## config.mk

```make
export PLATFORM = sky130hd
export DESIGN_NAME = pnn_ctrl
export DESIGN_NICKNAME = d
export VERILOG_FILES = /design/src/rtl/pnn_pkg.sv /design/src/rtl/pnn_ctrl.sv
export SDC_FILE = /design/constraint.sdc
export NUM_CORES = 1
export LEC_CHECK = 0
export ABC_AREA = 1
export BUFFER_PORTS_ARGS = -buffer_cell sky130_fd_sc_hd__buf_4
export CAP_MARGIN = 15
export CORE_ASPECT_RATIO = 1.5
export CORE_MARGIN = 2
export CORE_UTILIZATION = 30
export CTS_BUF_LIST = sky130_fd_sc_hd__clkbuf_4
export DETAILED_ROUTE_END_ITERATION = 6
export MAX_ROUTING_LAYER = met4
export PLACE_DENSITY_LB_ADDON = 0.15
export SYNTH_ARGS = -nofsm -noshare
export SYNTH_HDL_FRONTEND = slang
export SYNTH_SLANG_ARGS = --single-unit
```

## constraint.sdc

```tcl
create_clock -name i_clk -period 1.8 [get_ports i_clk]
set_input_delay 0.36 -clock i_clk [delete_from_list [all_inputs] [get_ports i_clk]]
set_output_delay 0.36 -clock i_clk [all_outputs]
set_load 0.02 [all_outputs]
```

## src/rtl/pnn_pkg.sv

```systemverilog
// Package for the polygon normal unit: item structs, datapath op codes,
// controller/datapath command and status structs. No dependencies.
package pnn_pkg;

    localparam int SUM_BITS = 42;
    localparam int Q14_BITS = 15;
    localparam logic [Q14_BITS-1:0] ONE_Q14 = 15'd16384;

    typedef struct packed {
        logic               cmd;
        logic [11:0]        vertex_index;
        logic signed [15:0] coord_x;
        logic signed [15:0] coord_y;
        logic signed [15:0] coord_z;
        logic               last_of_face;
    } t_in_item;

    typedef struct packed {
        logic signed [15:0] normal_x;
        logic signed [15:0] normal_y;
        logic signed [15:0] normal_z;
        logic               degenerate;
    } t_out_item;

    localparam logic CMD_LOAD = 1'b0;
    localparam logic CMD_FACE = 1'b1;

    localparam logic [4:0] OP_NOP        = 5'd0;
    localparam logic [4:0] OP_LATCH      = 5'd1;
    localparam logic [4:0] OP_REDUCE     = 5'd2;
    localparam logic [4:0] OP_WRITE      = 5'd3;
    localparam logic [4:0] OP_READ       = 5'd4;
    localparam logic [4:0] OP_OPEN       = 5'd5;
    localparam logic [4:0] OP_EDGE_OPEN  = 5'd6;
    localparam logic [4:0] OP_EDGE_CLOSE = 5'd7;
    localparam logic [4:0] OP_MUL        = 5'd8;
    localparam logic [4:0] OP_ACC        = 5'd9;
    localparam logic [4:0] OP_ABS        = 5'd10;
    localparam logic [4:0] OP_SHIFT      = 5'd11;
    localparam logic [4:0] OP_SQ         = 5'd12;
    localparam logic [4:0] OP_BS_INIT    = 5'd13;
    localparam logic [4:0] OP_T2         = 5'd14;
    localparam logic [4:0] OP_PLO        = 5'd15;
    localparam logic [4:0] OP_PHI        = 5'd16;
    localparam logic [4:0] OP_CMP        = 5'd17;
    localparam logic [4:0] OP_STORE      = 5'd18;
    localparam logic [4:0] OP_EMIT       = 5'd19;
    localparam logic [4:0] OP_EMIT_DEGEN = 5'd20;

    typedef struct packed {
        logic [4:0] op;
        logic [1:0] axis;
    } t_dp_cmd;

    typedef struct packed {
        logic idx_over;
        logic is_load;
        logic last;
        logic mag_zero;
        logic mag_big;
        logic lo_lt_hi;
        logic out_busy;
    } t_dp_status;

endpackage

```

## src/rtl/pnn_ctrl.sv

```systemverilog
// Controller of the polygon normal unit: sequences load, edge accumulation,
// face closing and normalization. Uses pnn_pkg.
module pnn_ctrl #(
    parameter int MAX_FACE_VERTS = 256
) (
    input  logic                i_clk,
    input  logic                i_rst_n,
    input  logic                i_in_valid,
    output logic                o_in_ready,
    input  pnn_pkg::t_dp_status i_status,
    output pnn_pkg::t_dp_cmd    o_cmd
);
    import pnn_pkg::*;

    localparam int CW = $clog2(MAX_FACE_VERTS + 1);

    localparam logic [4:0] S_IDLE   = 5'd0;
    localparam logic [4:0] S_REDUCE = 5'd1;
    localparam logic [4:0] S_WRITE  = 5'd2;
    localparam logic [4:0] S_READ   = 5'd3;
    localparam logic [4:0] S_RDWAIT = 5'd4;
    localparam logic [4:0] S_CHECK  = 5'd5;
    localparam logic [4:0] S_MUL    = 5'd6;
    localparam logic [4:0] S_ACC    = 5'd7;
    localparam logic [4:0] S_ABS    = 5'd8;
    localparam logic [4:0] S_SHIFT  = 5'd9;
    localparam logic [4:0] S_SQ     = 5'd10;
    localparam logic [4:0] S_BSINIT = 5'd11;
    localparam logic [4:0] S_BSTEST = 5'd12;
    localparam logic [4:0] S_T2     = 5'd13;
    localparam logic [4:0] S_PLO    = 5'd14;
    localparam logic [4:0] S_PHI    = 5'd15;
    localparam logic [4:0] S_CMP    = 5'd16;
    localparam logic [4:0] S_EMIT   = 5'd17;

    logic [4:0]    r_state, n_state;
    logic [1:0]    r_axis, n_axis;
    logic          r_inside, n_inside;
    logic          r_closing, n_closing;
    logic          r_degen, n_degen;
    logic [CW-1:0] r_cnt, n_cnt;

    always_ff @(posedge i_clk) begin
        if (!i_rst_n) begin
            r_state   <= S_IDLE;
            r_axis    <= '0;
            r_inside  <= 1'b0;
            r_closing <= 1'b0;
            r_degen   <= 1'b0;
            r_cnt     <= '0;
        end else begin
            r_state   <= n_state;
            r_axis    <= n_axis;
            r_inside  <= n_inside;
            r_closing <= n_closing;
            r_degen   <= n_degen;
            r_cnt     <= n_cnt;
        end
    end

    always_comb begin
        n_state   = r_state;
        n_axis    = r_axis;
        n_inside  = r_inside;
        n_closing = r_closing;
        n_degen   = r_degen;
        n_cnt     = r_cnt;
        o_cmd.op  = OP_NOP;
        o_cmd.axis = r_axis;
        case (r_state)
            S_IDLE: begin
                if (i_in_valid) begin
                    o_cmd.op = OP_LATCH;
                    n_state  = S_REDUCE;
                end
            end
            S_REDUCE: begin
                if (i_status.idx_over) begin
                    o_cmd.op = OP_REDUCE;
                end else if (i_status.is_load) begin
                    n_state = S_WRITE;
                end else begin
                    n_state = S_READ;
                end
            end
            S_WRITE: begin
                o_cmd.op = OP_WRITE;
                n_state  = S_IDLE;
            end
            S_READ: begin
                o_cmd.op = OP_READ;
                n_state  = S_RDWAIT;
            end
            S_RDWAIT: begin
                if (!r_inside) begin
                    o_cmd.op = OP_OPEN;
                    n_inside = 1'b1;
                    n_cnt    = CW'(1);
                    n_state  = S_CHECK;
                end else begin
                    o_cmd.op  = OP_EDGE_OPEN;
                    n_cnt     = r_cnt + CW'(1);
                    n_closing = 1'b0;
                    n_axis    = '0;
                    n_state   = S_MUL;
                end
            end
            S_CHECK: begin
                if (i_status.last || r_cnt >= CW'(MAX_FACE_VERTS)) begin
                    o_cmd.op  = OP_EDGE_CLOSE;
                    n_closing = 1'b1;
                    n_axis    = '0;
                    n_state   = S_MUL;
                end else begin
                    n_state = S_IDLE;
                end
            end
            S_MUL: begin
                o_cmd.op = OP_MUL;
                n_state  = S_ACC;
            end
            S_ACC: begin
                o_cmd.op = OP_ACC;
                if (r_axis == 2'd2) begin
                    n_axis  = '0;
                    n_state = r_closing ? S_ABS : S_CHECK;
                end else begin
                    n_axis  = r_axis + 2'd1;
                    n_state = S_MUL;
                end
            end
            S_ABS: begin
                o_cmd.op = OP_ABS;
                n_state  = S_SHIFT;
            end
            S_SHIFT: begin
                if (i_status.mag_zero) begin
                    n_degen = 1'b1;
                    n_state = S_EMIT;
                end else if (i_status.mag_big) begin
                    o_cmd.op = OP_SHIFT;
                end else begin
                    n_degen = 1'b0;
                    n_axis  = '0;
                    n_state = S_SQ;
                end
            end
            S_SQ: begin
                o_cmd.op = OP_SQ;
                if (r_axis == 2'd2) begin
                    n_axis  = '0;
                    n_state = S_BSINIT;
                end else begin
                    n_axis = r_axis + 2'd1;
                end
            end
            S_BSINIT: begin
                o_cmd.op = OP_BS_INIT;
                n_state  = S_BSTEST;
            end
            S_BSTEST: begin
                if (i_status.lo_lt_hi) begin
                    n_state = S_T2;
                end else begin
                    o_cmd.op = OP_STORE;
                    if (r_axis == 2'd2) begin
                        n_state = S_EMIT;
                    end else begin
                        n_axis  = r_axis + 2'd1;
                        n_state = S_BSINIT;
                    end
                end
            end
            S_T2: begin
                o_cmd.op = OP_T2;
                n_state  = S_PLO;
            end
            S_PLO: begin
                o_cmd.op = OP_PLO;
                n_state  = S_PHI;
            end
            S_PHI: begin
                o_cmd.op = OP_PHI;
                n_state  = S_CMP;
            end
            S_CMP: begin
                o_cmd.op = OP_CMP;
                n_state  = S_BSTEST;
            end
            S_EMIT: begin
                if (!i_status.out_busy) begin
                    o_cmd.op = r_degen ? OP_EMIT_DEGEN : OP_EMIT;
                    n_inside = 1'b0;
                    n_cnt    = '0;
                    n_state  = S_IDLE;
                end
            end
            default: n_state = S_IDLE;
        endcase
    end

    assign o_in_ready = (r_state == S_IDLE);

endmodule

```

==> results of run 1 <==
[metrics by stage]
step	instance area, um^2	hold slack, ns	total power [mW]	std cells	setup slack [ns]
after floorplan	1469	0.4572	0.7380	236	0.1411
after global placement	1843	0.4755	0.9230	340	-0.1633
after detailed placement	1843	0.4814	0.9146	340	-0.09115
after CTS	2023	0.2902	1.249	349	-0.1642
after global routing	2137	0.3065	1.348	354	-0.2629
final	2137	0.2884	1.270	354	-0.1720
[cell families (layout without fill, tap and decap cells)]
| group | after synthesis | in the layout | synth area share [%] |
|---|---|---|---|
| DFF | 19 | 19 | 25.89 |
| AOI/OAI and AO/OA | 37 | 37 | 14.31 |
| buffers and inverters | 31 | 83 | 8.177 |
| adders and majority gates | 4 | 4 | 3.407 |
| and+or+nand+nor | 145 | 145 | 48.21 |
[worst max-delay path by stage]
stage	startpoint	endpoint	cells after the start
global route	r_state[0]$_SDFFE_PN0P_	o_cmd[3]	8
finish	r_state[0]$_SDFFE_PN0P_	o_cmd[3]	8
global placement	r_state[4]$_SDFFE_PN0P_	o_cmd[3]	6
floorplan	r_state[0]$_SDFFE_PN0P_	o_cmd[2]	8
detailed placement	r_state[4]$_SDFFE_PN0P_	o_cmd[3]	8
CTS	r_state[0]$_SDFFE_PN0P_	o_cmd[3]	8
[sequential cells by signal, indices dropped and copies added (netlist names)]
name and cells:
r_axis 2, r_closing 1, r_cnt 9, r_degen 1
r_inside 1, r_state 5
[area by class of cell]
class                           count  area (um^2)  area share [%]
Clock buffer                        4        30.03           1.405
Inverter                           29        118.9           5.562
Multi-Input combinational cell    186         1109           51.87
Sequential cell                    19        399.1           18.68
Tap cell                           66        82.58           3.864
Timing Repair Buffer               50        397.9           18.62
[critical path: stages (launching register included)]
cell     delay [ns]
dfxtp_4        0.39
inv_4          0.07
nor2_4         0.05
buf_4          0.15
nand3_2        0.08
nand2_2        0.07
nor4_4         0.27
nand2_1        0.10
buf_6          0.13
[synth_stat cells]
cell,n,share of area [%]
nand2_1,56,14
nor2_1,29,7.4
nand3_1,27,9.2
inv_1,23,5.9
a21oi_1,20,6.8
dfxtp_1,19,26
nor2_2,10,4.3
o21ai_0,8,2.7
inv_2,5,1.3
nand4_1,5,2.1
ha_1,4,3.4
nand2_2,4,1.7
nand3_2,3,2.0
nand3b_1,3,1.5
a211oi_1,2,1.0
nand2_4,2,1.5
nor2_4,2,1.5
o211ai_1,2,1.0
a21boi_0,1,0.51
a21oi_2,1,0.60
a31oi_1,1,0.43
a41oi_1,1,0.60
buf_2,1,0.34
clkbuf_1,1,0.26
inv_4,1,0.43
nor2_8,1,1.4
nor3_1,1,0.34
nor4_1,1,0.43
o21ai_2,1,0.60
or2_2,1,0.43
[power by group]
part / internal, mW / total (mW) / switching (mW)
Clock: 0.101 / 0.241 / 0.140
Sequential: 0.439 / 0.468 / 0.0295
Combinational: 0.245 / 0.561 / 0.316
Total: 0.785 / 1.27 / 0.485
[layer usage]
metal  vias to the layer above  wire (um)  track usage (%)
li1                        883          -                -
met1                       785       1964            23.62
met2                        43       2561            32.54
met3                        21        149            2.302
met4                         0        288            11.59
met5                         -          0                -
[timing repair]
action / 4_1_cts / 5_1_grt
setup endpoints to repair: 5 / 5
pin swaps: 4 / 7
resized for setup: 35 / 17
endpoints found under the hold margin: 0 / 0
hold buffers: 0 / 0
buffers inserted: 5 / 5
==> out/qor.csv, run 1 <==
stage,metric,value,unit
outcome,status,"finished, violations left",
outcome,violations,setup timing,
global_routing,grt_max_degree,15,
clock_network,worstSkewPairLatency,0.30,ns
clock_network,root_buffer,clkbuf_4,
timing,maxSlewViolCount,0,
floorplanning,die_h,89.70,um
power,peakVddDrop,289.6,uV
worst_hold_path,holdPathStages,3,
cells_and_area,final_util,44.79,%
floorplanning,start_util,30.79,%
run,drv_cap,0,
clock_network,cts_max_level,1,
worst_hold_path,min_to,r_state[3]$_SDFFE_PN0P_,
global_routing,grt_pass1_vias,1781,
setup_path,reg2reg_to,r_state[0]$_SDFFE_PN0P_,
floorplanning,io_pins,18,
drt,ant_nets,0,
global_routing,overflow,0,
power,power_density,594.1,nW/um^2
timing,fin_crit,1.972,ns
drt,dr.pass1.iters,4,
timing,finalHoldViolCount,0,
cells_and_area,final_nets,303,
clock_network,cts_buffers,3,
clock_network,clk_pin_slew_worst_paths,0.12,ns
placed_design,place_hpwl,3.895,mm
timing,report.final.setup_viol,5,
setup_path,r2r_slack,0.14,ns
setup_path,required,1.44,ns
setup_path,path_class,reg2out,
worst_hold_path,hold_path_class,in2reg,
synthesis,yosys_warnings,0,
setup_path,worst-path-max-fanout,4,
setup_path,r2r_start,r_state[0]$_SDFFE_PN0P_,
setup_path,startpoint_type,flop,
placed_design,place_congestion,0.9219,
timing,tns,-0.6804,ns
synthesis,ys_ff_latch,19,
setup_path,reg2regPathDepth,11,
timing,period_share,109.6,%
drt,wl,4.963,mm
timing,rsz0062_at_grt,yes,
floorplanning,rows,31,
timing,slew_headroom,64.33,%
drt,via_count,1732,
cells_and_area,final_layout_size_suffix_gt1_share,38.19,%
synthesis,syn-num-nets,250,
timing,fmax,507.1,MHz
floorplanning,die_x,61.14,um
clock_network,cts_tree,yes,
cells_and_area,final_common_cell,nand2_1,
cells_and_area,fillerInstances,523,
drt,post_drt_wl_per_cell,14.02,um
synthesis,synthesis.area,1469,um^2
power,p_leak,0.9921,nW
timing,fin_ws,-0.1720,ns
clock_network,clkSinkCount,19,
drt,drt-initial-drc-count,76,
setup_path,arrival,1.61,ns
floorplanning,die_area,5484,um^2
synthesis,syn_inst,236,
timing,skew,0.01498,ns
synthesis,yosysSeqAreaShare,25.89,%
placed_design,numPortBuffers,17,
drt,vias_per_cell,4.893,
global_routing,grt_usage,20.37,%
drt,drc,0,
setup_path,cp-end-kind,output port,
synthesis,avgSynthCellArea,6.224,um^2
cells_and_area,antennaDiodeCount,0,
clock_network,clockBufferDepth,2,
global_routing,antenna_found_initial,0,
synthesis,ys_types,30,
cells_and_area,layout_common_cells,"nand2_1, buf_4, nor2_1",
cells_and_area,synthToLayoutAreaGrowth,45.49,%
worst_hold_path,hp-start,i_rst_n,
floorplanning,core_area,4771,um^2
timing,worst_slew_pin_slew,0.5345,ns
global_routing,grt_pass1_wl,8.355,mm
Power figures use the tool's default switching activity.
==> run 2, diff against run 1 <==
--- a/config.mk
+++ b/config.mk
@@ -10,7 +10,7 @@
 export CAP_MARGIN = 15
 export CORE_ASPECT_RATIO = 1.5
 export CORE_MARGIN = 2
-export CORE_UTILIZATION = 30
+export CORE_UTILIZATION = 35
 export CTS_BUF_LIST = sky130_fd_sc_hd__clkbuf_4
 export DETAILED_ROUTE_END_ITERATION = 6
 export MAX_ROUTING_LAYER = met4
==> run 2 against run 1 <==
Compared with the run above: die area decreased by 14%; core utilization increased by 7.4 points; wire length decreased by 4.3%; largest cell class unchanged; clock skew increased by 0.0021 ns; critical path type unchanged; hold slack improved by 0.0090 ns; setup slack improved by 0.015 ns; global-route usage increased by 0.24 points; total power increased by 0.23%; combinational power increased by 1%; first-iteration DRC count increased by 18%; via count decreased by 0.35%; cell count decreased by 6.5%; the flow still finishes with violations (setup timing).
==> out/qor.csv, run 2 (synthesis gave the netlist of run 1 again) <==
stage,metric,value,unit,change
clock_network,worstSkewPairLatency,0.30,ns,about the same
cells_and_area,reg_top3,"r_cnt (9), r_state (5), r_axis (2)",,unchanged
drt,ant_nets,0,,unchanged
timing,fin_crit,1.957,ns,was 1.972 ns
worst_hold_path,hold_path_class,in2reg,,unchanged
drt,via_count,1726,,was 1732
placed_design,numPortBuffers,17,,unchanged
cells_and_area,largest_reg_flops,9,,unchanged
power,p_leak,0.9721,nW,was 0.9921 nW
setup_path,max_stage_delay,0.39,ns,about the same
timing,tns,-0.6585,ns,was -0.6804 ns
global_routing,grt_pass1_wl,7.645,mm,was 8.355 mm
timing,worst_slew_pin_slew,0.5004,ns,was 0.5345 ns
timing,finalHoldViolCount,0,,unchanged
clock_network,holdBufCountCts,0,,unchanged
setup_path,path_class,reg2out,,unchanged
floorplanning,io_pins,18,,unchanged
cells_and_area,antennaDiodeCount,0,,unchanged
cells_and_area,synthToLayoutAreaGrowth,41.91,%,was 45.49%
setup_path,required,1.44,ns,about the same
power,peakVddDrop,425.2,uV,was 289.6 uV
setup_path,arrival,1.60,ns,was 1.61 ns
floorplanning,die_x,56.90,um,was 61.14 um
floorplanning,rows,28,,was 31
cells_and_area,top_register,r_cnt,,unchanged
drt,dr.pass1.iters,6,,was 4
timing,fmax,511.0,MHz,was 507.1 MHz
setup_path,cp-end-kind,output port,,unchanged
cells_and_area,fillerInstances,409,,was 523
drt,drc,0,,unchanged
clock_network,cts_tree,yes,,unchanged
floorplanning,start_util,36.78,%,was 30.79%
floorplanning,die_h,83.35,um,was 89.70 um
setup_path,crit_top_cell,buf_4,,
global_routing,antenna_found_initial,0,,unchanged
setup_path,startpoint_type,flop,,unchanged
run,drv_cap,0,,unchanged
global_routing,grt_pass1_vias,1751,,was 1781
clock_network,root_buffer,clkbuf_4,,unchanged
cells_and_area,final_nets,301,,was 303
drt,drt-initial-drc-count,90,,was 76
floorplanning,die_area,4742,um^2,was 5484 um^2
placed_design,place_congestion,0.9212,,was 0.9219
cells_and_area,final_layout_size_suffix_gt1_share,37.76,%,was 38.19%
timing,period_share,108.7,%,was 109.6%
timing,fin_hold_ws,0.2974,ns,was 0.2884 ns
drt,vias_per_cell,5.215,,was 4.893
setup_path,cp_top_family,simple AND/OR/NAND/NOR gates,,unchanged
setup_path,path_cells,buf_4 > nor2_4 > nand3_2 > o21ai_4 > nor2_1 > nand3_1 > buf_4,,was inv_4 > nor2_4 > buf_4 > nand3_2 > nand2_2 > nor4_4 > nand2_1 > buf_6
timing,skew,0.01707,ns,was 0.01498 ns
setup_path,critPathSlowestCell,dfxtp_4,,unchanged
outcome,violations,setup timing,,unchanged
clock_network,clkSinkCount,19,,unchanged
placed_design,pre_cts_slack,-0.07116,ns,was -0.09115 ns
cells_and_area,final_common_cell,nand2_1,,unchanged
global_routing,grt_usage,20.60,%,was 20.37%
timing,slew_headroom,66.60,%,was 64.33%
placed_design,place_hpwl,3.560,mm,was 3.895 mm
global_routing,grt_max_degree,15,,unchanged
timing,rsz0062_at_grt,yes,,unchanged
outcome,status,"finished, violations left",,unchanged
power,power_density,610.5,nW/um^2,was 594.1 nW/um^2
clock_network,cts_buffers,3,,unchanged
setup_path,worst-path-max-fanout,4,,unchanged
clock_network,cts_max_level,1,,unchanged
timing,fin_ws,-0.1569,ns,was -0.1720 ns
cells_and_area,layout_common_cells,"nand2_1, buf_4, nor2_1",,unchanged
global_routing,overflow,0,,unchanged
drt,wl,4.751,mm,was 4.963 mm
floorplanning,core_area,3994,um^2,was 4771 um^2
clock_network,clk_pin_slew_worst_paths,0.13,ns,was 0.12 ns
timing,maxSlewViolCount,0,,unchanged
clock_network,clockBufferDepth,2,,unchanged
cells_and_area,final_util,52.19,%,was 44.79%
drt,post_drt_wl_per_cell,14.35,um,was 14.02 um
timing,report.final.setup_viol,5,,unchanged
setup_path,critPathBufInv,2,,was 3
==> run 2: area by class of cell <==
cell class	count	area, um^2	area share [%]
Clock buffer	4	30.03	1.441
Inverter	29	118.9	5.702
Multi-Input combinational cell	186	1101	52.82
Sequential cell	19	399.1	19.15
Tap cell	45	56.30	2.701
Timing Repair Buffer	48	379.1	18.19
==> run 2: metal layers <==
| layer | GRT usage (%) | up-vias | part of all wire, % | wire (um) |
|---|---|---|---|---|
| li1 | - | 877 | - | - |
| met1 | 22.96 | 777 | 40 | 1910 |
| met2 | 35.63 | 53 | 52 | 2463 |
| met3 | 2.181 | 19 | 4.0 | 190 |
| met4 | 9.937 | 0 | 3.9 | 186 |
| met5 | - | - | 0 | 0 |
==> run 2: worst reg2reg max path, cell delays in order, from the launching register on <==
cell      delay, ns
dfxtp_4        0.40
inv_8          0.11
nand2_1        0.10
nor2_4         0.19
nand3_2        0.11
buf_4          0.15
inv_2          0.13
nand2_1        0.07
a211oi_1       0.22
==> run 2: path summary, 6_finish.rpt <==
path                                              start                      end  slack [ns]  cells after the start
worst max-delay path            r_state[0]$_SDFFE_PN0P_                 o_cmd[4]       -0.16                      7
worst min-delay path                            i_rst_n  r_state[3]$_SDFFE_PN0P_        0.30                      3
worst max register to register  r_state[4]$_SDFFE_PN0P_    r_cnt[5]$_SDFFE_PN0P_        0.24                      8
worst min register to register    r_cnt[8]$_SDFFE_PN0P_    r_cnt[8]$_SDFFE_PN0P_        0.49                      2
==> run 2: where the power goes <==
part           switching [mW]  leakage, nW  internal [mW]
Clock                   0.138       0.0184          0.101
Combinational           0.326        0.797          0.241
Sequential             0.0283        0.157          0.439
Total                   0.492        0.972          0.781
==> run 2: timing repair <==
item,CTS,global route
endpoints found under the setup margin,5,5
gates resized for setup,32,20
endpoints found under the hold margin,0,0
buffers inserted,6,4
pin swaps,4,10
==> run 2: per-stage QoR <==
stage | total power [mW] | instances | cell area [um^2]
finish | 1.273 | 331 | 2085
global route | 1.357 | 331 | 2085
CTS | 1.223 | 327 | 1979
detailed placement | 0.9119 | 317 | 1802
global placement | 0.9124 | 317 | 1802
floorplan | 0.7380 | 236 | 1469
